==> config.mk <==
export PLATFORM = sky130hd
export DESIGN_NAME = clock_setting_key_controller
export DESIGN_NICKNAME = d
export VERILOG_FILES = /design/src/hw/rtl/cskc_pkg.sv /design/src/hw/rtl/clock_setting_key_controller.sv
export VERILOG_INCLUDE_DIRS = /design/src /design/src/hw/rtl
export SDC_FILE = /design/constraint.sdc
export NUM_CORES = 1
export LEC_CHECK = 0
export ABC_AREA = 1
export BUFFER_PORTS_ARGS = -buffer_cell sky130_fd_sc_hd__buf_2
export CAP_MARGIN = 20
export CORE_MARGIN = 5
export CORE_UTILIZATION = 50
export DETAILED_ROUTE_END_ITERATION = 8
export PLACE_DENSITY = 0.66
export SETUP_SLACK_MARGIN = 0.5
export SLEW_MARGIN = 20
export SYNTH_ARGS = -nofsm -noshare
export SYNTH_HDL_FRONTEND = slang
export SYNTH_SLANG_ARGS = --single-unit
==> constraint.sdc <==
create_clock -name clock -period 11.8 [get_ports clock]
set_clock_uncertainty 0.2 [all_clocks]
set_input_delay 1.18 -clock clock [delete_from_list [all_inputs] [get_ports clock]]
set_output_delay 1.18 -clock clock [all_outputs]
set_load 0.01 [all_outputs]
==> src/hw/rtl/clock_setting_key_controller_macros.svh <==
// Assertion macros for the clock setting key controller.
// Each macro checks an implication on the rising clock edge, disabled in reset.
`ifndef CLOCK_SETTING_KEY_CONTROLLER_MACROS_SVH
`define CLOCK_SETTING_KEY_CONTROLLER_MACROS_SVH

`ifndef SYNTHESIS

// Same-cycle implication.
`define CSKC_ASSERT_NOW(label, clk, rst, ante, cons) \
   label: assert property (@(posedge clk) disable iff (rst) (ante) |-> (cons)) \
      else $error("cskc same-cycle check failed");

// Next-cycle implication.
`define CSKC_ASSERT_NEXT(label, clk, rst, ante, cons) \
   label: assert property (@(posedge clk) disable iff (rst) (ante) |=> (cons)) \
      else $error("cskc next-cycle check failed");

`else

`define CSKC_ASSERT_NOW(label, clk, rst, ante, cons)
`define CSKC_ASSERT_NEXT(label, clk, rst, ante, cons)

`endif

`endif

==> src/hw/rtl/cskc_pkg.sv <==
package cskc_pkg;

   // Debouncer key codes.
   typedef enum logic [1:0] {
      KEY_NONE   = 2'd0,
      KEY_UP     = 2'd1,
      KEY_DOWN   = 2'd2,
      KEY_TOGGLE = 2'd3
   } key_code_type;

   // Mode key timing phases; the unused code behaves as idle.
   typedef enum logic [1:0] {
      PHASE_IDLE    = 2'd0,
      PHASE_QUALIFY = 2'd1,
      PHASE_HELD    = 2'd2
   } mode_phase_type;

   typedef enum logic [1:0] {
      PRESS_NONE  = 2'd0,
      PRESS_SHORT = 2'd1,
      PRESS_LONG  = 2'd2
   } press_event_type;

   typedef enum logic [1:0] {
      WRITE_NONE  = 2'd0,
      WRITE_TIME  = 2'd1,
      WRITE_DATE  = 2'd2,
      WRITE_ALARM = 2'd3
   } write_kind_type;

   // Configuration register indexes.
   localparam logic CSR_LONG_PRESS    = 1'b0;
   localparam logic CSR_QUALIFY_TICKS = 1'b1;

   localparam logic [15:0] LONG_PRESS_RESET    = 16'd1000;
   localparam logic [7:0]  QUALIFY_TICKS_RESET = 8'd10;

   // Selectable fields.
   localparam logic [3:0] FIELD_HOUR         = 4'd1;
   localparam logic [3:0] FIELD_MINUTE       = 4'd2;
   localparam logic [3:0] FIELD_SECOND       = 4'd3;
   localparam logic [3:0] FIELD_YEAR         = 4'd4;
   localparam logic [3:0] FIELD_MONTH        = 4'd5;
   localparam logic [3:0] FIELD_DAY          = 4'd6;
   localparam logic [3:0] FIELD_WEEKDAY      = 4'd7;
   localparam logic [3:0] FIELD_ALARM_HOUR   = 4'd8;
   localparam logic [3:0] FIELD_ALARM_MINUTE = 4'd9;
   localparam logic [3:0] FIELD_ALARM_SECOND = 4'd10;
   localparam logic [3:0] FIELD_ALARM_WDAY   = 4'd11;

   // The debouncer decides on every third sample.
   localparam logic [7:0] SAMPLE_DECIDE = 8'd3;

   typedef struct packed {
      logic       up_key_level;
      logic       mode_key_level;
      logic       down_key_level;
      logic       toggle_key_level;
      logic [4:0] rtc_hour;
      logic [5:0] rtc_minute;
      logic [5:0] rtc_second;
      logic [6:0] rtc_year;
      logic [3:0] rtc_month;
      logic [4:0] rtc_day;
      logic [2:0] rtc_weekday;
   } cskc_req_type;

   typedef struct packed {
      logic            first_led;
      logic            second_led;
      logic            beeper;
      logic            edit_on;
      logic [3:0]      field_index;
      press_event_type press_event;
      write_kind_type  write_kind;
      logic [6:0]      slot_a;
      logic [5:0]      slot_b;
      logic [5:0]      slot_c;
      logic [5:0]      slot_d;
   } cskc_rsp_type;

   // Step a field with wrap: v >= hi steps up to lo, v <= lo down to hi.
   function automatic logic [6:0] step_value(input logic [6:0] v, input logic [6:0] lo,
                                             input logic [6:0] hi, input logic up);
      logic [6:0] r;
      if (up) begin
         r = (v >= hi) ? lo : v + 7'd1;
      end else begin
         r = (v <= lo) ? hi : v - 7'd1;
      end
      return r;
   endfunction

   // Days in a month; a month outside the year counts as 31 days.
   function automatic logic [6:0] month_days(input logic [3:0] month, input logic [6:0] year);
      logic [6:0] d;
      if (month == 4'd4 || month == 4'd6 || month == 4'd9 || month == 4'd11) begin
         d = 7'd30;
      end else if (month == 4'd2) begin
         d = (year[1:0] == 2'd0) ? 7'd29 : 7'd28;
      end else begin
         d = 7'd31;
      end
      return d;
   endfunction

endpackage

==> src/hw/rtl/clock_setting_key_controller.sv <==
// Clock setting key controller.
// Each beat on the req channel is one 1 ms tick: four key levels and a
// snapshot of the real-time clock. Each accepted beat yields exactly one
// beat on the rsp channel: LED and beeper states, edit mode, the selected
// field, the mode key event of that tick and an optional time, date or
// alarm write with up to four values.
// The csr port sets the long press threshold (index 0) and the mode key
// qualify time (index 1); write only while the block is idle.
// rsp_valid rises in the cycle after a req beat is accepted. One beat is
// accepted every cycle: all per-tick logic sits between the request port
// and the single result register, and req_ready is high whenever the
// result register is empty or is being taken in the same cycle.
// When the receiver stalls, the result holds and req_ready drops until
// it is taken. Synchronous reset empties the result register, restores
// the register defaults, arms the debouncer, leaves edit mode, selects
// the hour field and clears the LEDs, beeper and alarm time.
`include "clock_setting_key_controller_macros.svh"

module clock_setting_key_controller
   import cskc_pkg::*;
(
   input  logic         clock,
   input  logic         reset,
   input  logic         req_valid,
   output logic         req_ready,
   input  cskc_req_type req_data,
   output logic         rsp_valid,
   input  logic         rsp_ready,
   output cskc_rsp_type rsp_data,
   input  logic         csr_write_en,
   input  logic         csr_index,
   input  logic [15:0]  csr_wdata
);

   // Configuration registers.
   logic [15:0] long_press_ff;
   logic [7:0]  qualify_ff;

   // Debouncer state.
   logic         armed_ff, armed_in;
   logic [7:0]   sample_ff, sample_in;
   key_code_type cand_new_ff, cand_new_in;
   key_code_type cand_mid_ff, cand_mid_in;
   key_code_type cand_old_ff, cand_old_in;

   // Mode key state.
   mode_phase_type phase_ff, phase_in;
   logic [15:0]    hold_ff, hold_in;
   logic           edit_ff, edit_in;
   logic [3:0]     field_ff, field_in;

   // Alarm and indicator state.
   logic [4:0] alarm_hour_ff, alarm_hour_in;
   logic [5:0] alarm_minute_ff, alarm_minute_in;
   logic [5:0] alarm_second_ff, alarm_second_in;
   logic [2:0] alarm_wday_ff, alarm_wday_in;
   logic       led1_ff, led1_in;
   logic       led2_ff, led2_in;
   logic       beep_ff, beep_in;

   // Result register.
   logic         rsp_valid_ff, rsp_valid_in;
   cskc_rsp_type rsp_ff, rsp_in;

   logic            req_fire;
   logic            busy;
   press_event_type press_event;
   logic [15:0]     hold_inc;
   key_code_type    key;
   key_code_type    key_sample;
   logic            any_key;
   logic            key_step;
   write_kind_type  kind;
   logic [6:0]      slot_a, slot_b, slot_c, slot_d;
   logic [6:0]      hour_v, minute_v, second_v, year_v, month_v, day_v, wday_v;
   logic [6:0]      ahour_v, aminute_v, asecond_v, awday_v;

   assign req_fire  = req_valid && req_ready;
   assign req_ready = !rsp_valid_ff || rsp_ready;
   assign rsp_valid = rsp_valid_ff;
   assign rsp_data  = rsp_ff;

   // Configuration writes.
   always_ff @(posedge clock) begin
      if (reset) begin
         long_press_ff <= LONG_PRESS_RESET;
         qualify_ff    <= QUALIFY_TICKS_RESET;
      end else if (csr_write_en) begin
         unique case (csr_index)
            CSR_LONG_PRESS:    long_press_ff <= csr_wdata;
            CSR_QUALIFY_TICKS: qualify_ff    <= csr_wdata[7:0];
            default:           long_press_ff <= long_press_ff;
         endcase
      end
   end

   // Mode key phase machine: qualify, then time the hold until release.
   always_comb begin
      phase_in    = phase_ff;
      hold_in     = hold_ff;
      edit_in     = edit_ff;
      field_in    = field_ff;
      busy        = 1'b0;
      press_event = PRESS_NONE;
      hold_inc    = (hold_ff == 16'hFFFF) ? hold_ff : hold_ff + 16'd1;
      unique case (phase_ff)
         PHASE_QUALIFY: begin
            hold_in = hold_inc;
            if (hold_inc >= {8'd0, qualify_ff}) begin
               hold_in = '0;
               if (!req_data.mode_key_level) begin
                  phase_in = PHASE_HELD;
                  busy     = 1'b1;
               end else begin
                  phase_in = PHASE_IDLE;
               end
            end else begin
               busy = 1'b1;
            end
         end
         PHASE_HELD: begin
            if (!req_data.mode_key_level) begin
               hold_in = hold_inc;
               busy    = 1'b1;
            end else begin
               if (hold_ff > long_press_ff) begin
                  edit_in     = !edit_ff;
                  press_event = PRESS_LONG;
               end else begin
                  press_event = PRESS_SHORT;
                  if (edit_ff) begin
                     field_in = (field_ff >= FIELD_ALARM_WDAY) ? FIELD_HOUR
                                                               : field_ff + 4'd1;
                  end
               end
               hold_in  = '0;
               phase_in = PHASE_IDLE;
            end
         end
         default: begin
            phase_in = PHASE_IDLE;
            if (!req_data.mode_key_level) begin
               phase_in = PHASE_QUALIFY;
               hold_in  = '0;
               busy     = 1'b1;
            end
         end
      endcase
   end

   // Three-sample debouncer, frozen while the mode key is busy.
   always_comb begin
      any_key = req_data.up_key_level || !req_data.down_key_level ||
                !req_data.toggle_key_level;
      if (req_data.up_key_level) begin
         key_sample = KEY_UP;
      end else if (!req_data.down_key_level) begin
         key_sample = KEY_DOWN;
      end else begin
         key_sample = KEY_TOGGLE;
      end
      armed_in    = armed_ff;
      sample_in   = sample_ff;
      cand_new_in = cand_new_ff;
      cand_mid_in = cand_mid_ff;
      cand_old_in = cand_old_ff;
      key         = KEY_NONE;
      if (!busy) begin
         cand_old_in = cand_mid_ff;
         cand_mid_in = cand_new_ff;
         sample_in   = sample_ff + 8'd1;
         if (armed_ff && any_key) begin
            cand_new_in = key_sample;
            if (sample_in == SAMPLE_DECIDE) begin
               sample_in = '0;
               if (cand_mid_ff == key_sample && cand_new_ff == key_sample) begin
                  key      = key_sample;
                  armed_in = 1'b0;
               end
            end
         end else if (!any_key) begin
            armed_in  = 1'b1;
            sample_in = '0;
         end
      end
   end

   // Field stepping in edit mode, indicator toggles otherwise.
   always_comb begin
      hour_v    = {2'd0, req_data.rtc_hour};
      minute_v  = {1'b0, req_data.rtc_minute};
      second_v  = {1'b0, req_data.rtc_second};
      year_v    = req_data.rtc_year;
      month_v   = {3'd0, req_data.rtc_month};
      day_v     = {2'd0, req_data.rtc_day};
      wday_v    = {4'd0, req_data.rtc_weekday};
      ahour_v   = {2'd0, alarm_hour_ff};
      aminute_v = {1'b0, alarm_minute_ff};
      asecond_v = {1'b0, alarm_second_ff};
      awday_v   = {4'd0, alarm_wday_ff};
      kind      = WRITE_NONE;
      led1_in   = led1_ff;
      led2_in   = led2_ff;
      beep_in   = beep_ff;
      key_step  = (key == KEY_UP);
      slot_a    = '0;
      slot_b    = '0;
      slot_c    = '0;
      slot_d    = '0;
      if (edit_in) begin
         if (key == KEY_UP || key == KEY_DOWN) begin
            unique case (field_in)
               FIELD_HOUR: begin
                  hour_v = step_value(hour_v, 7'd0, 7'd23, key_step);
                  kind   = WRITE_TIME;
               end
               FIELD_MINUTE: begin
                  minute_v = step_value(minute_v, 7'd0, 7'd59, key_step);
                  kind     = WRITE_TIME;
               end
               FIELD_SECOND: begin
                  second_v = step_value(second_v, 7'd0, 7'd59, key_step);
                  kind     = WRITE_TIME;
               end
               FIELD_YEAR: begin
                  year_v = step_value(year_v, 7'd0, 7'd99, key_step);
                  kind   = WRITE_DATE;
               end
               FIELD_MONTH: begin
                  month_v = step_value(month_v, 7'd1, 7'd12, key_step);
                  kind    = WRITE_DATE;
               end
               FIELD_DAY: begin
                  day_v = step_value(day_v, 7'd1,
                                     month_days(req_data.rtc_month, req_data.rtc_year),
                                     key_step);
                  kind  = WRITE_DATE;
               end
               FIELD_WEEKDAY: begin
                  wday_v = step_value(wday_v, 7'd1, 7'd7, key_step);
                  kind   = WRITE_DATE;
               end
               FIELD_ALARM_HOUR: begin
                  ahour_v = step_value(ahour_v, 7'd0, 7'd23, key_step);
                  kind    = WRITE_ALARM;
               end
               FIELD_ALARM_MINUTE: begin
                  aminute_v = step_value(aminute_v, 7'd0, 7'd59, key_step);
                  kind      = WRITE_ALARM;
               end
               FIELD_ALARM_SECOND: begin
                  asecond_v = step_value(asecond_v, 7'd0, 7'd59, key_step);
                  kind      = WRITE_ALARM;
               end
               FIELD_ALARM_WDAY: begin
                  awday_v = step_value(awday_v, 7'd1, 7'd7, key_step);
                  kind    = WRITE_ALARM;
               end
               default: kind = WRITE_NONE;
            endcase
         end
      end else begin
         priority if (key == KEY_UP) begin
            led1_in = !led1_ff;
         end else if (key == KEY_DOWN) begin
            led2_in = !led2_ff;
         end else if (key == KEY_TOGGLE) begin
            beep_in = !beep_ff;
         end else begin
            beep_in = beep_ff;
         end
      end
      unique case (kind)
         WRITE_TIME: begin
            slot_a = hour_v;
            slot_b = minute_v;
            slot_c = second_v;
         end
         WRITE_DATE: begin
            slot_a = year_v;
            slot_b = month_v;
            slot_c = day_v;
            slot_d = wday_v;
         end
         WRITE_ALARM: begin
            slot_a = awday_v;
            slot_b = ahour_v;
            slot_c = aminute_v;
            slot_d = asecond_v;
         end
         default: slot_a = '0;
      endcase
      alarm_hour_in   = ahour_v[4:0];
      alarm_minute_in = aminute_v[5:0];
      alarm_second_in = asecond_v[5:0];
      alarm_wday_in   = awday_v[2:0];
   end

   // Result beat assembly.
   always_comb begin
      rsp_in.first_led   = led1_in;
      rsp_in.second_led  = led2_in;
      rsp_in.beeper      = beep_in;
      rsp_in.edit_on     = edit_in;
      rsp_in.field_index = field_in;
      rsp_in.press_event = press_event;
      rsp_in.write_kind  = kind;
      rsp_in.slot_a      = slot_a;
      rsp_in.slot_b      = slot_b[5:0];
      rsp_in.slot_c      = slot_c[5:0];
      rsp_in.slot_d      = slot_d[5:0];
      rsp_valid_in       = req_fire || (rsp_valid_ff && !rsp_ready);
   end

   // Tick state advances only on an accepted beat.
   always_ff @(posedge clock) begin
      if (reset) begin
         armed_ff        <= 1'b1;
         sample_ff       <= '0;
         cand_new_ff     <= KEY_NONE;
         cand_mid_ff     <= KEY_NONE;
         cand_old_ff     <= KEY_NONE;
         phase_ff        <= PHASE_IDLE;
         hold_ff         <= '0;
         edit_ff         <= 1'b0;
         field_ff        <= FIELD_HOUR;
         alarm_hour_ff   <= '0;
         alarm_minute_ff <= '0;
         alarm_second_ff <= '0;
         alarm_wday_ff   <= 3'd1;
         led1_ff         <= 1'b0;
         led2_ff         <= 1'b0;
         beep_ff         <= 1'b0;
      end else if (req_fire) begin
         armed_ff        <= armed_in;
         sample_ff       <= sample_in;
         cand_new_ff     <= cand_new_in;
         cand_mid_ff     <= cand_mid_in;
         cand_old_ff     <= cand_old_in;
         phase_ff        <= phase_in;
         hold_ff         <= hold_in;
         edit_ff         <= edit_in;
         field_ff        <= field_in;
         alarm_hour_ff   <= alarm_hour_in;
         alarm_minute_ff <= alarm_minute_in;
         alarm_second_ff <= alarm_second_in;
         alarm_wday_ff   <= alarm_wday_in;
         led1_ff         <= led1_in;
         led2_ff         <= led2_in;
         beep_ff         <= beep_in;
      end
   end

   // Result register.
   always_ff @(posedge clock) begin
      if (reset) begin
         rsp_valid_ff <= 1'b0;
      end else begin
         rsp_valid_ff <= rsp_valid_in;
      end
   end

   always_ff @(posedge clock) begin
      if (req_fire) begin
         rsp_ff <= rsp_in;
      end
   end

   // A write is only ever reported while editing.
   `CSKC_ASSERT_NOW(a_write_in_edit, clock, reset,
      rsp_valid_ff && (rsp_ff.write_kind != WRITE_NONE), rsp_ff.edit_on)
   // The selected field stays within the eleven fields.
   `CSKC_ASSERT_NOW(a_field_range, clock, reset, 1'b1,
      (field_ff >= FIELD_HOUR) && (field_ff <= FIELD_ALARM_WDAY))
   // Every accepted tick produces a result beat in the next cycle.
   `CSKC_ASSERT_NEXT(a_fire_gives_rsp, clock, reset, req_fire, rsp_valid_ff)
   // A reported key locks the debouncer until all keys are released.
   `CSKC_ASSERT_NEXT(a_key_disarms, clock, reset,
      req_fire && (key != KEY_NONE), !armed_ff)
   // Debouncer candidates and counter hold while the mode key is busy.
   `CSKC_ASSERT_NEXT(a_busy_freezes, clock, reset, req_fire && busy,
      $stable(sample_ff) && $stable(cand_new_ff))

endmodule

; Word-level counts from Yosys, hierarchy flattened
; Index checks and enable logic that the tools add are counted.
[classes]
n_addsub = 25
order_cmp = 25
n_eq_ne = 34
n_mux = 123
bitwise_logic = 2
n_reduce_logical = 32
[op_table]
columns = cell, n
row1 = two-way mux 6 bit, 47
row2 = two-way mux 7 bit, 19
row3 = two-way mux 16 bit, 4
row4 = case mux 6 bit (3 select lines), 2
row5 = case mux 16 bit (2 select lines), 1
row6 = two-way mux 4 bit, 7
row7 = two-way mux 2 bit, 13
row8 = "adder 6 x 1 -> 6 bit, second input constant", 4
row9 = "equality test 4 x 3 -> 1 bit, second input constant", 6
row10 = "equality test 4 bit, second input constant", 6
row11 = "greater-or-equal comparator 6 bit, second input constant", 4
row12 = "<= comparator 6 x 1 -> 1 bit, second input constant", 4
row13 = two-way mux 8 bit, 3
row14 = "subtractor 6 x 1 -> 6 bit, second input constant", 4
row15 = two-way mux 1 bit, 22
row16 = case mux 7 bit (3 select lines), 1
row17 = "adder 5 x 1 -> 6 bit, second input constant", 3
row18 = "subtractor 5 x 1 -> 6 bit, second input constant", 3
row19 = "adder 16 x 1 -> 16 bit, second input constant", 1
row20 = "equality test 16 bit, second input constant", 1
row21 = greater-or-equal comparator 16 x 8 -> 1 bit, 1
row22 = > comparator 16 bit, 1
row23 = "<= comparator 5 x 1 -> 1 bit, second input constant", 3
row24 = "equality test 4 x 2 -> 1 bit, second input constant", 3
row25 = 38 further kinds, 78
[word_totals]
ff_bits = 121

; Depth between registers and ports, before layout
; Gate-level depths: netlist of run 1.
[depth]
word_depth = 19
ltp_mapped = 33

; Worst setup path before layout of run 1
; OpenSTA, ideal clock, no wires.
[synth_path]
kind = flip-flop to flip-flop
startpoint = register hold_ff[1]
endpoint = register rsp_ff (netlist bit rsp_data[1]) (data pin)
t_arrival_ps = 3968
path_slack_ps = 7376
stages_incl_launch_ff = 30
path_buffers = 2
path_cell_list = dfxtp_1 ha_1 nand3_2 nor2_4 nand2_4 nor2_1 nand2_1 nand3_1 nor3_1 xor2_1 ha_1 a21oi_1 nand2_1 nor3_1 nand2_1 nor2_1 nand2_1 nand2_1 nor2_1 nand3_1 inv_1 ha_1 inv_1 clkbuf_1 clkbuf_1 nand2_1 o21ai_0 nand2_1 o211ai_1 nand2_1
[synth_via]
elab_chain_len = 12
word_cells_on_any_way = 45
cone_classes = add/sub (1) / order compare (2) / eq/ne (16) / mux (22) / reduce/logical (4)
[synth_lines]
columns = item, line
row1 = "start, declared", clock_setting_key_controller.sv:48  ; logic [15:0] hold_ff, hold_in;
row2 = "start signal, assigned", clock_setting_key_controller.sv:341  ; hold_ff <= hold_in;
row3 = adder 16 x 1 -> 16 bit or equality test 16 bit (tied branches), clock_setting_key_controller.sv:105  ; hold_inc = (hold_ff == 16'hFFFF) ? hold_ff : hold_ff + 16'd1;
row4 = two-way mux 16 bit, clock_setting_key_controller.sv:105
row5 = greater-or-equal comparator 16 x 8 -> 1 bit, clock_setting_key_controller.sv:109  ; if (hold_inc >= {8'd0, qualify_ff}) begin
row6 = two-way mux 1 bit, clock_setting_key_controller.sv:109
row7 = two-way mux 1 bit, -
row8 = two-way mux 2 bit, clock_setting_key_controller.sv:168  ; if (!busy) begin
row9 = equality test 2 x 1 -> 1 bit or equality test 2 bit (tied branches), "clock_setting_key_controller.sv:205, clock_setting_key_controller.sv:211"
row10 = two-way mux 6 bit or logical OR 1 bit (tied branches), "cskc_pkg.sv:86, clock_setting_key_controller.sv:211"
row11 = two-way mux 6 bit or two-way mux 2 bit (tied branches), "clock_setting_key_controller.sv:212, clock_setting_key_controller.sv:211"
row12 = two-way mux 6 bit or two-way mux 2 bit (tied branches), "clock_setting_key_controller.sv:211, clock_setting_key_controller.sv:210"
row13 = two-way mux 6 bit or equality test 2 bit (tied branches), "clock_setting_key_controller.sv:210, clock_setting_key_controller.sv:273"
row14 = case mux 6 bit (2 select lines) *, clock_setting_key_controller.sv:273  ; unique case (kind)
row15 = via slot_d[1], clock_setting_key_controller.sv:74  ; logic [6:0] slot_a, slot_b, slot_c, slot_d;
row16 = "end signal, assigned", clock_setting_key_controller.sv:365  ; rsp_ff <= rsp_in;
row17 = "end, declared", clock_setting_key_controller.sv:63  ; cskc_rsp_type rsp_ff, rsp_in;
; Mark *: on every way through the listed nets, which the timed path passes. The rest lies on a longest branch.
; A chain may end at the register's enable or synchronous reset.

; Worst setup path after layout of run 1
[layout_path]
startpoint = register hold_ff[1]
endpoint = register rsp_ff (netlist bit rsp_data[17]) (data pin)
[layout_via]
elab_chain_len = 12
word_cells_on_any_way = 50
cone_classes = add/sub (1) / order compare (2) / eq/ne (17) / mux (26) / reduce/logical (4)
[layout_lines]
columns = item, line
row1 = adder 16 x 1 -> 16 bit or equality test 16 bit (tied branches), clock_setting_key_controller.sv:105
row2 = two-way mux 16 bit, clock_setting_key_controller.sv:105
row3 = greater-or-equal comparator 16 x 8 -> 1 bit, clock_setting_key_controller.sv:109
row4 = two-way mux 1 bit, clock_setting_key_controller.sv:109
row5 = two-way mux 1 bit, -
row6 = two-way mux 2 bit, clock_setting_key_controller.sv:168
row7 = equality test 2 x 1 -> 1 bit or equality test 2 bit (tied branches), "clock_setting_key_controller.sv:205, clock_setting_key_controller.sv:211"
row8 = two-way mux 6 bit or logical OR 1 bit (tied branches), "cskc_pkg.sv:86, clock_setting_key_controller.sv:211"
row9 = two-way mux 6 bit or two-way mux 2 bit (tied branches), "clock_setting_key_controller.sv:212, clock_setting_key_controller.sv:211"
row10 = two-way mux 6 bit or two-way mux 2 bit (tied branches), "clock_setting_key_controller.sv:211, clock_setting_key_controller.sv:210"
row11 = "two-way mux 6 bit, or another cell as far along", clock_setting_key_controller.sv:210  ; if (edit_in) begin
row12 = case mux 6 bit (3 select lines) *, clock_setting_key_controller.sv:273
row13 = via slot_b[5], clock_setting_key_controller.sv:74
; Marks and branches as above.

==> out/results.ini, run 1 <==
[layout]
post-route-cell-area_um2 = 11060
diodes = 0
final_layout_size_suffix_gt1_frac = 0.1358
final_cells = 1819
fin_util = 0.5700
syn_to_final_growth_pct = 12.54
fillerInstances = 1956
nets = 1669

[synth]
yosysSeqAreaShare = 0.2842
netlist_area_um2 = 9826
synth_nets = 1594
yosysWarnings = 0
ys_seq_elements = 121
synth-edff-count = 37
ys_types = 55
synthFlopType = dfxtp_1
postSynthAreaPerCell_um2 = 6.702
synthArstFlopShare = 0
postSynthCellCount = 1466

[worst_hold_path]
min_from = long_press_ff[10]
hold_depth = 2
hp-class = reg2reg
hold_end = long_press_ff[10]

[timing]
setup_tns_ns = 0
hold_violations = 0
fmax_mhz = 181.5
rsz0062_at_grt = no
drv_slew = 0
setup_viol = 0
tightest_slew_ns = 0.9925
fin_crit_ns = 5.511
relSlewSlack = 0.3384
min_period_over_period = 0.4670

[floorplanning]
design.die.area_um2 = 22560
placementRows = 51
io_pins = 101
die_height_um = 150.2
initial_utilization = 0.5065
die_x_um = 150.2
core_area_um2 = 19400

[clock_network]
cts_resized = 0
hold_buffers = 0
htree_levels = 4
cts_setup_buffers = 0
numCtsBuffers = 17
clock_path_buffers = 2
clock_latency_ns = 0.42
cts.root.buffer_cell = clkbuf_16
path_clk_slew_ns = 0.06
cts_tree = done
clock_sinks = 121

[place]
dpl_cell_area_um2 = 10480
port_buffers = 100
dp.cells = 1787
routabilityCongestion = 0.9238
hpwl_mm = 19.83

[critical_path]
critPathKind = reg2reg
cp_common_cell = nand2_1
crit_fanout = 44
reg2reg_from = hold_ff[1]
slowest_stage = buf_4
crit_required_ns = 11.89
cp-startpoint = hold_ff[1]
reg2reg_slack_ns = 6.29
slowest_delay_ns = 0.43
worstSetupStartpointType = register
critPathArrivalTime_ns = 5.60
rr_worst_depth = 30
end_kind = register
r2r_end = rsp_data[17]

[routing]
viasPerCell = 5.430
antenna_left = 0
vias = 9878
drtPass1Iterations = 6
drc = 0
routed_wl_mm = 26.70
drtIter0Drc = 806
wl_per_cell_um = 14.68

[global_routing]
track_usage = 0.2406
first_global_vias = 9003
grt_overflow = 0
antenna_found_initial = 0
grt_max_degree = 81
grt_pass1_wl_mm = 44.32

[flow_run]
maxCapViolCount = 0

[outcome]
status = finished, final reports clean

[pwr]
vdd_drop_max_mv = 0.09749
p_leak_nw = 5.316
powerDensity_nw_per_um2 = 108.1

-- final cells by class --
cell class	count	area [µm²]	share of cell area
Clock buffer	18	429.2	0.03881
Clock inverter	14	145.1	0.01313
Inverter	220	825.8	0.07468
Multi-Input combinational cell	1069	5943	0.5375
Sequential cell	121	2793	0.2525
Tap cell	265	331.6	0.02998
Timing Repair Buffer	112	590.6	0.05341
-- where the power goes --
group          total, mW  leakage (nW)  internal (mW)  switching [mW]
sequential         0.466          1.06          0.451          0.0155
combinational      0.215          3.97         0.0718           0.144
clock              0.514         0.286          0.312           0.202
-- stage by stage --
step	power, mW	hold WS, ns	worst slack (ns)
floorplan	0.6254	0.2351	7.376
global placement	0.6868	0.2602	6.637
detailed placement	0.6884	0.2634	6.384
CTS	1.204	0.2747	6.343
global route	1.257	0.2970	5.721
finish	1.196	0.2665	6.289
-- routing by layer --
metal  GRT usage  vias up  part of all wire
met4     0.06679        0             0.016
li1            -     5056                 -
met2      0.3697      294              0.43
met1      0.3518     4491              0.50
met3     0.03582       37             0.058
met5           0        -                 0
-- critical path, delay by kind of cell, from the launching register on --
family                   cells  cell delay [ns]
flip-flops                   1             0.42
buffers and inverters        5             0.94
AND/OR/NAND/NOR             20             2.51
XOR/XNOR                     1             0.22
adder cells (fa/ha/maj)      3             0.81
AO/OA/AOI/OAI                1             0.22
-- worst max-delay path by stage --
| stage | to | slack (ns) | cells past startpoint |
|---|---|---|---|
| floorplan | rsp_data[1] | 7.38 | 29 |
| global placement | rsp_data[17] | 6.64 | 30 |
| detailed placement | rsp_data[17] | 6.38 | 30 |
| CTS | rsp_data[17] | 6.34 | 30 |
| global route | rsp_data[17] | 5.72 | 30 |
| finish | rsp_data[17] | 6.29 | 30 |
-- kinds of logic after synthesis --
kind of cell	synth area share
simple gates	0.3209
buf+inv	0.1109
compound gates	0.1551
flops	0.2842
fa+ha+maj	0.08404
xor+xnor	0.04368
mux	0.001146
-- sequential cells by signal, summed over array words and instances (netlist names) --
| signal | flops |
|---|---|
| led1_ff | 1 |
| hold_ff | 16 |
| beep_ff | 1 |
| edit_ff | 1 |
| armed_ff | 1 |
| alarm_second_ff | 6 |
| alarm_minute_ff | 6 |
| cand_mid_ff | 2 |
| long_press_ff | 16 |
| alarm_wday_ff | 3 |
| rsp_data | 37 |
| qualify_ff | 8 |
| rsp_valid | 1 |
| phase_ff | 2 |
| led2_ff | 1 |
| cand_new_ff | 2 |
| sample_ff | 8 |
| field_ff | 4 |
| alarm_hour_ff | 5 |
-- synth_stat cells, types with 7 or more instances --
cell | n | area, µm²
a21oi_1 | 96 | 480.5
xnor2_1 | 7 | 61.31
a21oi_2 | 9 | 78.83
inv_1 | 206 | 773.2
nand4_1 | 51 | 319.1
o211ai_1 | 26 | 195.2
dfxtp_1 | 84 | 1682
inv_2 | 14 | 52.55
o21ai_1 | 8 | 40.04
a31oi_1 | 8 | 50.05
nor2_1 | 119 | 446.7
ha_1 | 66 | 825.8
xor2_1 | 42 | 367.9
nand3_2 | 13 | 130.1
buf_2 | 15 | 75.07
nor3_1 | 26 | 130.1
clkbuf_1 | 32 | 120.1
o21ai_0 | 95 | 475.5
nand3_1 | 141 | 705.7
edfxtp_1 | 37 | 1111
nand2_1 | 299 | 1122
nand2_2 | 16 | 100.1
-- cell usage in the layout, fill, tap and decap left out, types with 3 or more instances in the layout --
cell       synthesis  layout
nand2_1          299     299
nor3_1            26      26
o21ai_0           95      95
clkbuf_16          0      17
a211oi_1           3       3
inv_4              0       3
edfxtp_1          37      37
clkinv_2           0       3
a21oi_1           96      96
xnor2_1            7       7
nand4_1           51      51
xor2_1            42      42
inv_1            206     206
nand2_2           16      16
a21oi_2            9       9
buf_4              3      12
nor2_4             4       4
o211ai_1          26      26
a31oi_1            8       8
o21ai_1            8       8
o31ai_1            3       3
nand3_1          141     141
buf_2             15     100
o22ai_1            3       3
ha_1              66      66
dfxtp_1           84      84
inv_2             14      14
nor2_1           119     119
nor4_1             6       6
nand3_2           13      13
inv_6              0       3
Power figures use the tool's default switching activity.
==> run 2, diff against run 1 <==
==> constraint.sdc (replaced) <==
create_clock -name clock -period 5.6 [get_ports clock]
set_clock_uncertainty 0.2 [all_clocks]
set_input_delay 0.56 -clock clock [delete_from_list [all_inputs] [get_ports clock]]
set_output_delay 0.56 -clock clock [all_outputs]
set_load 0.01 [all_outputs]
==> out/results.ini, run 2 (synthesis results as in run 1) <==
[layout]
diodes = 0  ; unchanged
post-route-cell-area_um2 = 11350  ; was 11,060 µm²
final_cells = 1831  ; was 1,819
final_layout_size_suffix_gt1_frac = 0.1558  ; was 0.1358
fillerInstances = 1894  ; was 1,956
syn_to_final_growth_pct = 15.52  ; was 12.54%
largest_reg_flops = 37  ; unchanged
nets = 1681  ; was 1,669
fin_util = 0.5851  ; was 0.5700
final_cell_mix = 292 x nand2_1, 205 x inv_1, 136 x nand3_1  ; was 299 x nand2_1, 206 x inv_1, 141 x nand3_1
layout_commonest_cell = nand2_1  ; unchanged

[clock_network]
htree_levels = 4  ; unchanged
cts.root.buffer_cell = clkbuf_16  ; unchanged
path_clk_slew_ns = 0.06  ; about the same
clock_sinks = 121  ; unchanged
clock_latency_ns = 0.42  ; about the same
numCtsBuffers = 17  ; unchanged
clock_path_buffers = 2  ; unchanged
cts_tree = done  ; unchanged

[worst_hold_path]
hp-class = in2reg  ; was reg2reg
hold_depth = 3  ; was 2
hold_end = long_press_ff[8]  ; was long_press_ff[10]
min_from = csr_wdata[8]  ; was long_press_ff[10]

[routing]
drtIter0Drc = 824  ; was 806
vias = 9991  ; was 9,878
drtPass1Iterations = 5  ; was 6
drc = 0  ; unchanged
antenna_left = 0  ; unchanged
wl_per_cell_um = 15.07  ; was 14.68 µm
viasPerCell = 5.457  ; was 5.430
routed_wl_mm = 27.60  ; was 26.70 mm

[critical_path]
path_buf_inv = 6  ; was 5
slowest_delay_ns = 0.38  ; was 0.43 ns
crit_fanout = 8  ; was 44
critPathKind = reg2reg  ; unchanged
critPathArrivalTime_ns = 4.91  ; was 5.60 ns
slowest_stage = dfxtp_2  ; was buf_4
critical-path-top-delay-family = simple AND/OR/NAND/NOR gates  ; unchanged
reg2reg_slack_ns = 0.77  ; was 6.29 ns
worstSetupStartpointType = register  ; unchanged
rr_worst_depth = 31  ; was 30
end_kind = register  ; unchanged
r2r_end = rsp_data[11]  ; was rsp_data[17]
reg2reg_from = hold_ff[1]  ; unchanged
crit_required_ns = 5.68  ; was 11.89 ns

[global_routing]
antenna_found_initial = 0  ; unchanged
track_usage = 0.2375  ; was 0.2406
grt_max_degree = 52  ; was 81
grt_overflow = 0  ; unchanged
grt_pass1_wl_mm = 43.77  ; was 44.32 mm
first_global_vias = 9030  ; was 9,003

[place]
place_ws_ns = 0.5674  ; was 6.384 ns
hpwl_mm = 19.70  ; was 19.83 mm
routabilityCongestion = 0.9623  ; was 0.9238
dp.cells = 1788  ; was 1,787
port_buffers = 100  ; unchanged
dpl_cell_area_um2 = 10500  ; was 10,480 µm²

[timing]
hold_violations = 0  ; unchanged
setup_viol = 0  ; unchanged
fin_crit_ns = 4.830  ; was 5.511 ns
whs_ns = 0.1526  ; was 0.2665 ns
min_period_over_period = 0.8625  ; was 0.4670
tightest_slew_ns = 1.104  ; was 0.9925 ns
fmax_mhz = 207.0  ; was 181.5 MHz
rsz0062_at_grt = yes  ; was no
setup_tns_ns = 0  ; unchanged
relSlewSlack = 0.2635  ; was 0.3384
drv_slew = 0  ; unchanged
fin_ws_ns = 0.7701  ; was 6.289 ns

[floorplanning]
design.die.area_um2 = 22560  ; unchanged
die_x_um = 150.2  ; unchanged
core_area_um2 = 19400  ; unchanged
die_height_um = 150.2  ; unchanged
placementRows = 51  ; unchanged
io_pins = 101  ; unchanged
initial_utilization = 0.5065  ; unchanged

[pwr]
p_leak_nw = 5.437  ; was 5.316 nW
power.total_mw = 2.573  ; was 1.196 mW
powerDensity_nw_per_um2 = 226.7  ; was 108.1 nW/µm²
vdd_drop_max_mv = 0.2309  ; was 0.09749 mV

[flow_run]
maxCapViolCount = 0  ; unchanged

[outcome]
status = finished, final reports clean  ; unchanged

## run 2: cell types whose count changed in the layout (fill, tap and decap cells not counted), moves of 2 or more
| cell | before | now |
|---|---|---|
| clkinv_2 | 3 | 1 |
| clkbuf_16 | 17 | 21 |
| dfxtp_1 | 84 | 81 |
| nand3_1 | 141 | 136 |
| nand3_4 | 0 | 2 |
| nand2_2 | 16 | 23 |
| nand3_2 | 13 | 16 |
| dfxtp_2 | 0 | 3 |
| buf_6 | 0 | 4 |
| nand2_1 | 299 | 292 |
| inv_6 | 3 | 6 |
| buf_4 | 12 | 15 |
## run 2: worst max path at each step
stage / start / end / slack [ns] / depth (start not counted)
2_1_floorplan: hold_ff[1] / rsp_data[1] / 1.18 / 29
3_3_place_gp: hold_ff[1] / rsp_data[17] / 0.77 / 30
3_5_place_dp: hold_ff[1] / rsp_data[17] / 0.57 / 30
4_1_cts: hold_ff[1] / rsp_data[17] / 0.53 / 30
5_1_grt: hold_ff[1] / rsp_data[13] / 0.46 / 29
6_report: hold_ff[1] / rsp_data[11] / 0.77 / 31
## run 2: timing repair
item / in CTS / in global routing
setup buffers: 0 / 8
hold buffers: 0 / 0
setup endpoints to repair: 0 / 47
resized for setup: 0 / 35
hold endpoints to repair: 0 / 0
## run 2: cell type report
class	count	area (µm²)	share of cell area
clock inverters	12	123.9	0.01091
repair buffers	124	750.7	0.06614
clock buffers	20	489.2	0.04310
inverters	220	830.8	0.07319
multi-input cells	1069	6028	0.5311
flip-flops and latches	121	2796	0.2464
well taps	265	331.6	0.02921
## run 2: worst min-delay path, cell delays in order
cell and delay (ns):
buf_2 0.07, nand2_1 0.04, o211ai_1 0.06
## run 2: routing by layer
layer | routed length [µm] | GRT usage | vias to the layer above
li1 | - | - | 5084
met1 | 13130 | 0.3430 | 4486
met2 | 11910 | 0.3665 | 378
met3 | 2008 | 0.03703 | 43
met4 | 545 | 0.07045 | 0
met5 | 0 | 0 | -
## run 2: power breakdown
group / total [mW] / switching, mW / internal, mW / leakage (nW)
clock network: 1.13 / 0.444 / 0.688 / 0.301
logic: 0.458 / 0.307 / 0.152 / 4.07
registers: 0.983 / 0.0334 / 0.950 / 1.06
total: 2.57 / 0.784 / 1.79 / 5.44
